[config.mk]
export PLATFORM = sky130hd
export DESIGN_NAME = cfa_ctrl
export DESIGN_NICKNAME = d
export VERILOG_FILES = /design/src/rtl/core/cfa_pkg.sv /design/src/rtl/core/cfa_ctrl.sv
export SDC_FILE = /design/constraint.sdc
export NUM_CORES = 1
export LEC_CHECK = 0
export CAP_MARGIN = 20
export CELL_PAD_IN_SITES_DETAIL_PLACEMENT = 0
export CELL_PAD_IN_SITES_GLOBAL_PLACEMENT = 2
export CORE_MARGIN = 1.5
export CORE_UTILIZATION = 23
export CTS_CLUSTER_DIAMETER = 120
export CTS_CLUSTER_SIZE = 24
export DETAILED_ROUTE_END_ITERATION = 16
export DONT_BUFFER_PORTS = 1
export PLACE_DENSITY_LB_ADDON = 0.1
export SLEW_MARGIN = 20
export SYNTH_ARGS = -nofsm -noshare
export SYNTH_HDL_FRONTEND = slang
export SYNTH_SLANG_ARGS = --single-unit
[constraint.sdc]
create_clock -name clk -period 1.7 [get_ports clk]
set_clock_uncertainty 0.1 [all_clocks]
set_input_delay 0.085 -clock clk [delete_from_list [all_inputs] [get_ports clk]]
set_output_delay 0.085 -clock clk [all_outputs]
set_load 0.01 [all_outputs]
[src/rtl/core/cfa_pkg.sv]
`timescale 1ns / 1ps
// Shared constants and command/status types for the contiguous frame allocator.
// Used by cfa_ctrl, cfa_datapath and the top level; depends on nothing else.
package cfa_pkg;

    localparam int MAX_FRAMES = 1024;
    localparam int IDX_W      = $clog2(MAX_FRAMES);
    localparam int CNT_W      = $clog2(MAX_FRAMES + 1);
    localparam int FRAME_W    = 20;
    localparam int ENTRY_W    = CNT_W + 1;

    localparam logic KIND_ALLOC = 1'b0;
    localparam logic KIND_FREE  = 1'b1;

    localparam logic REG_FIRST_FRAME = 1'b0;
    localparam logic REG_FRAME_COUNT = 1'b1;

    localparam logic STATUS_OK   = 1'b0;
    localparam logic STATUS_FAIL = 1'b1;

    // Commands from the controller to the datapath.
    typedef struct packed {
        logic clr_step;   // write one reset entry during the clearing pass
        logic load;       // capture an input beat
        logic scan;       // one step of the first-fit scan
        logic alloc_wr;   // mark one frame of the found run as used
        logic free_rd;    // read the stored run length of the freed frame
        logic free_len;   // turn the run length into the last frame to free
        logic free_wr;    // release one frame
        logic out_load;   // load the output register
        logic out_ok;     // result status of the beat being loaded
    } cfa_cmd_t;

    // Status from the datapath to the controller.
    typedef struct packed {
        logic clr_last;
        logic in_kind;
        logic in_want_zero;
        logic in_range;
        logic scan_found;
        logic scan_fail;
        logic fill_done;
        logic out_free;
    } cfa_status_t;

endpackage

[src/rtl/core/cfa_ctrl.sv]
`timescale 1ns / 1ps
// Controller state machine of the contiguous frame allocator.
// Depends on cfa_pkg for the command and status types.
module cfa_ctrl
(
    input  logic                 clk,
    input  logic                 rst_n,
    input  logic                 in_valid,
    output logic                 in_stall,
    input  cfa_pkg::cfa_status_t st,
    output cfa_pkg::cfa_cmd_t    cmd
);

    typedef enum logic [7:0] {
        S_CLEAR      = 8'b0000_0001,
        S_IDLE       = 8'b0000_0010,
        S_SCAN       = 8'b0000_0100,
        S_ALLOC_FILL = 8'b0000_1000,
        S_FREE_RD    = 8'b0001_0000,
        S_FREE_LEN   = 8'b0010_0000,
        S_FREE_FILL  = 8'b0100_0000,
        S_RESP       = 8'b1000_0000
    } state_t;

    state_t state_reg, state_next;
    logic   ok_reg, ok_next;

    assign in_stall = (state_reg != S_IDLE);

    always_comb
    begin
        state_next = state_reg;
        ok_next    = ok_reg;
        cmd        = '0;
        unique case (state_reg)
            S_CLEAR:
            begin
                cmd.clr_step = 1'b1;
                if (st.clr_last)
                begin
                    state_next = S_IDLE;
                end
            end
            S_IDLE:
            begin
                if (in_valid)
                begin
                    cmd.load = 1'b1;
                    if (st.in_kind == cfa_pkg::KIND_FREE)
                    begin
                        state_next = S_FREE_RD;
                    end
                    else if (st.in_want_zero)
                    begin
                        ok_next    = 1'b0;
                        state_next = S_RESP;
                    end
                    else
                    begin
                        state_next = S_SCAN;
                    end
                end
            end
            S_SCAN:
            begin
                cmd.scan = 1'b1;
                if (st.scan_found)
                begin
                    state_next = S_ALLOC_FILL;
                end
                else if (st.scan_fail)
                begin
                    ok_next    = 1'b0;
                    state_next = S_RESP;
                end
            end
            S_ALLOC_FILL:
            begin
                cmd.alloc_wr = 1'b1;
                if (st.fill_done)
                begin
                    ok_next    = 1'b1;
                    state_next = S_RESP;
                end
            end
            S_FREE_RD:
            begin
                if (st.in_range)
                begin
                    cmd.free_rd = 1'b1;
                    state_next  = S_FREE_LEN;
                end
                else
                begin
                    ok_next    = 1'b0;
                    state_next = S_RESP;
                end
            end
            S_FREE_LEN:
            begin
                cmd.free_len = 1'b1;
                state_next   = S_FREE_FILL;
            end
            S_FREE_FILL:
            begin
                cmd.free_wr = 1'b1;
                if (st.fill_done)
                begin
                    ok_next    = 1'b1;
                    state_next = S_RESP;
                end
            end
            S_RESP:
            begin
                // Hold the result here until the output register can take it.
                if (st.out_free)
                begin
                    cmd.out_load = 1'b1;
                    cmd.out_ok   = ok_reg;
                    state_next   = S_IDLE;
                end
            end
            default:
            begin
                state_next = S_CLEAR;
            end
        endcase
    end

    always_ff @(posedge clk or negedge rst_n)
    begin
        if (!rst_n)
        begin
            state_reg <= S_CLEAR;
            ok_reg    <= 1'b0;
        end
        else
        begin
            state_reg <= state_next;
            ok_reg    <= ok_next;
        end
    end

endmodule

# After elaboration in Yosys (flattened, before gate mapping)
# Index checks and enable logic that the tools add are counted.
# totals
out_inout_bits	10
regBits	9
# classes
eq_ne	19
n_reduce_logical	4
muxes	29
# ops
operator	n
8-bit 2-to-1 mux	9
8-bit one-hot mux with 7 select lines	1
1-bit 2-to-1 mux	16
2-bit != test, second input constant	8
8-bit by 1-bit == test with 1-bit output, second input constant	1
8-bit by 2-bit == test with 1-bit output, second input constant	1
8-bit by 3-bit == test with 1-bit output, second input constant	1
8-bit by 4-bit == test with 1-bit output, second input constant	1
8-bit by 5-bit == test with 1-bit output, second input constant	1
8-bit by 6-bit == test with 1-bit output, second input constant	1
8-bit by 7-bit == test with 1-bit output, second input constant	1
8-bit == test, second input constant	1
8-bit by 2-bit != test with 1-bit output, second input constant	1
8-bit AND reduction	1
5-bit AND reduction	1
2-bit 2-to-1 mux	2
1-bit one-hot mux with 4 select lines	1
4-bit nonzero test	1
3-bit != test, second input constant	1
2-bit by 1-bit != test with 1-bit output, second input constant	1
2-bit OR reduction	1

# Depth between registers and ports, before layout
# depth
word_depth	4
mapped_depth	8
ltp_nobuf	7

# Least setup slack after synthesis
# OpenSTA, ideal clock, no wires.
# synth_path
path_kind	flip-flop to flip-flop
from	register state_reg[6]
to	register ok_reg
synth_period_minus_slack_ns	1.661
path_slack_ns	0.039
required_ns	1.479
path_stages_with_launch	9
setup_time_ns	0.121
t_arrival_ns	1.440
cell_sequence	dfrtp_1 buf_4 nor3_2 nand2_2 nor2_4 inv_2 o32ai_4 o31ai_1 a22o_1
# synth_via
elab_chain_len	4
word_cells_on_any_way	16
cone_classes	12 x eq/ne; 1 x mux; 3 x reduce/logical
# synth_lines
item	line_no	text
start: declaration	cfa_ctrl.sv:25	state_t state_reg, state_next;
start signal: assignment	cfa_ctrl.sv:139	state_reg <= state_next;
8-bit by 7-bit == test with 1-bit output or 8-bit by 4-bit == test with 1-bit output (tied branches)	cfa_ctrl.sv:35	unique case (state_reg)
2-bit OR reduction (no source line)	--	
2-bit by 1-bit != test with 1-bit output (no source line) or 4-bit nonzero test (tied branches)	--	
8-bit AND reduction (no source line)	--	
end signal: assignment	cfa_ctrl.sv:140	ok_reg <= ok_next;
end: declaration	cfa_ctrl.sv:26	logic ok_reg, ok_next;
# Parallel ways exist; a longest one is shown, timed or not.
# A chain may end at the register's enable or synchronous reset.

==> implementation parameters <==
Parameter                              Value

Timing
  Unrepaired setup endpoints after global routing    yes
  Pin slew with the least headroom to its limit    0.461 ns
  Tcrit/Tclk final    1.06
  Post-layout min period    1.81 ns
  Count of final hold-check violations    0
  # setup viols final    12
  Final count of pins violating max slew    0
  FMAX    0.553 GHz
  Setup slack after layout    -0.108 ns
  Normalized max-slew margin    0.692
  Aggregate negative setup slack    -0.862 ns

Setup path
  Total buffers and inverters traversed by the critical path    1
  Largest fanout on the critical path    6
  Worst EP required    1.51 ns
  Slowest cell delay on critical path    0.46 ns
  Terminus of the critical flop-to-flop path    state_reg[0]
  Cell breakdown of the critical path    or3_4 > nor3_4 > and3_4 > buf_6
  Crit-path slowest cell    dfrtp_2
  Origin of the critical flop-to-flop path    state_reg[0]
  Path depth of the worst reg2reg path    5
  Kind of cell adding the most delay to the critical path    simple AND/OR/NAND/NOR gates
  Data arrival time of the critical path    1.62 ns
  Crit Path Category    reg2out
  Worst setup SP type    flop
  R2r setup slk    -0.09 ns
  Critical Path Sink Type    output port

Synthesis
  Register bit count reported by yosys    9
  Ranking of synthesized cells by area    dfrtp_1, o32ai_4, and3_1
  Ys Warns    0
  Number of enable-type register cells in the synthesized netlist    0
  Portion of synthesized cell area occupied by the leading cell type    0.267
  Top-count cell post-synth    nor2_1
  Synth area leader    dfrtp_1
  Cell types with the highest counts after synthesis    nor2_1, dfrtp_1, and3_1
  Register area share after synthesis    0.302
  Number of standard cells after synthesis    83
  Dominant register cell in the synthesized netlist    dfrtp_1
  Synthesized area per cell    9.04 µm²
  Number of library cell types mapped by synthesis    37
  Fraction of registers with async set or reset after synthesis    1.00
  Net count after synthesis    94
  Cell Area, Synth    751 µm²

Floorplan
  CORE AREA    3080 µm²
  X dimension of the die    60.1 µm
  FP Rows    20
  Number of top-level pins    21
  Initial Utilization    0.244
  Y dimension of the die    60.1 µm
  Overall die area    3620 µm²

Pwr
  Post-layout power    1.40 mW
  Power per cell area    1050 nW/µm²
  Switching Fraction    0.390
  Internal power contribution    0.852 mW
  Register share of total power    0.244
  Worst supply voltage drop on vdd    402 µV
  Leak Pwr    0.586 nW
  Fraction of power consumed by combinational cells    0.632
  Clock Power Share    0.124
  Switching component of the power    0.544 mW

Job
  Number of max-cap violations    0

Global route
  Number of antenna violations at the first check in global routing    0
  Tot GR Track Use    0.142
  Number of global-route vias before repair    807
  Wire length of the first global-routing pass    3790 µm
  Leftover overflow at the end of global routing    0
  Pin count of the biggest net entering global routing    10

Finish
  Number of inserted diodes    0
  Final cell count without fillers    172
  Share of final-layout standard cells stronger than drive strength 1    0.617
  Max FFs per register    8
  Util after Layout    0.430
  Post-route cell area    1320 µm²
  Layout Nets    140
  Layout overhead on the synthesized area    76.3%

CTS
  # H-tree levels    1
  Clock tree from TritonCTS    done
  Number of clock sinks    9
  Master cell of the clock root buffer    clkbuf_4
  Worst-path clk slew    0.07 ns
  Cts bufs inserted    3
  Max Buffers Root-to-Sink    2
  Clock latency of the later-clocked register in the worst-skew pair    0.27 ns

Placement
  Sum of net half-perimeters after detailed placement    1820 µm
  Placer Congestion    0.762
  DP Area    980 µm²
  Number of cells in the design after placement    150
  IO buf count    0

Drt
  Average via count per standard cell    4.55
  Via count    782
  Detailed-route wire length    2380 µm
  Post-DRT Antenna Nets    0
  Routed wire length per instance    13.8 µm
  1st-iter DRT viols    21
  Residual DRC    0
  Number of detailed-route iterations in the first pass    4

Worst hold path
  Hold depth    2
  Class of the tightest hold or removal check    in2reg
  End point of the worst hold path    state_reg[2]
  Hold Crit Start    st[2]

Outcome
  Run status    finished with violations
  Violated checks    setup timing
==> power groups by stage <==
stage | clock (mW) | sequential [mW] | combinational, mW
finish | 0.173 | 0.340 | 0.883
global route | 0.188 | 0.345 | 0.956
CTS | 0.182 | 0.331 | 0.836
detailed placement | 0 | 0.317 | 0.599
global placement | 0 | 0.318 | 0.608
floorplan | 0 | 0.289 | 0.383
==> final cells by class <==
class                           count  area [µm²]
Fill cell                         314        1750
Multi-Input combinational cell     65         588
Timing Repair Buffer               47         412
Sequential cell                     9         231
Tap cell                           44        55.1
Clock buffer                        4        26.3
Inverter                            3        11.3
==> logic make-up (layout without fill, tap and decap cells) <==
group	count (synthesis)	count (layout)	synth area share
AOI/OAI and AO/OA	19	19	0.235
DFF	9	9	0.302
and+or+nand+nor	44	44	0.367
xor gates and xnor gates	2	2	0.0233
buffers and inverters	9	54	0.0733
==> per-stage QoR <==
step	setup slack, ns	hold slack, ns
floorplan	0.0389	-0.311
global placement	-0.149	-0.310
detailed placement	-0.132	-0.310
CTS	-0.132	0.0139
global route	-0.172	0.0335
finish	-0.108	0.0129
==> routing by layer <==
metal,wire [µm],track usage
met1,1090,0.181
met2,1200,0.242
met3,83,0.0433
met4,0,0.0190
met5,0,0
==> worst max path at each step <==
stage | from | end | slack, ns | cells after the start
final | state_reg[7] | cmd[3] | -0.11 | 4
after global routing | state_reg[0] | state_reg[1] | -0.17 | 5
after CTS | state_reg[0] | state_reg[0] | -0.13 | 5
after detailed placement | state_reg[0] | state_reg[7] | -0.13 | 5
after global placement | state_reg[7] | state_reg[7] | -0.15 | 5
after floorplan | state_reg[6] | ok_reg | 0.04 | 8
==> cell usage in the layout (no fill, tap or decap), types with 2 or more instances in the layout <==
master	instances
a21oi_1	2
a22o_1	3
a22oi_1	2
and2_4	2
and3_1	2
and3_4	4
buf_4	29
buf_6	11
clkbuf_4	3
dfrtp_1	4
dfrtp_2	4
dlygate4sd3_1	7
inv_2	2
nand2_2	3
nand2b_1	2
nand3_1	2
nor2_1	7
nor2_4	3
nor3_1	2
nor3_2	2
nor3_4	3
o21ai_0	2
o32ai_4	2
or3_4	3
==> what timing repair did <==
action	in CTS	in global routing
pin swaps	11	5
endpoints found under the hold margin	16	0
setup buffers	7	4
gates resized for setup	33	10
hold buffers	7	0
setup endpoints to repair	13	16
Power figures use the tool's default switching activity.
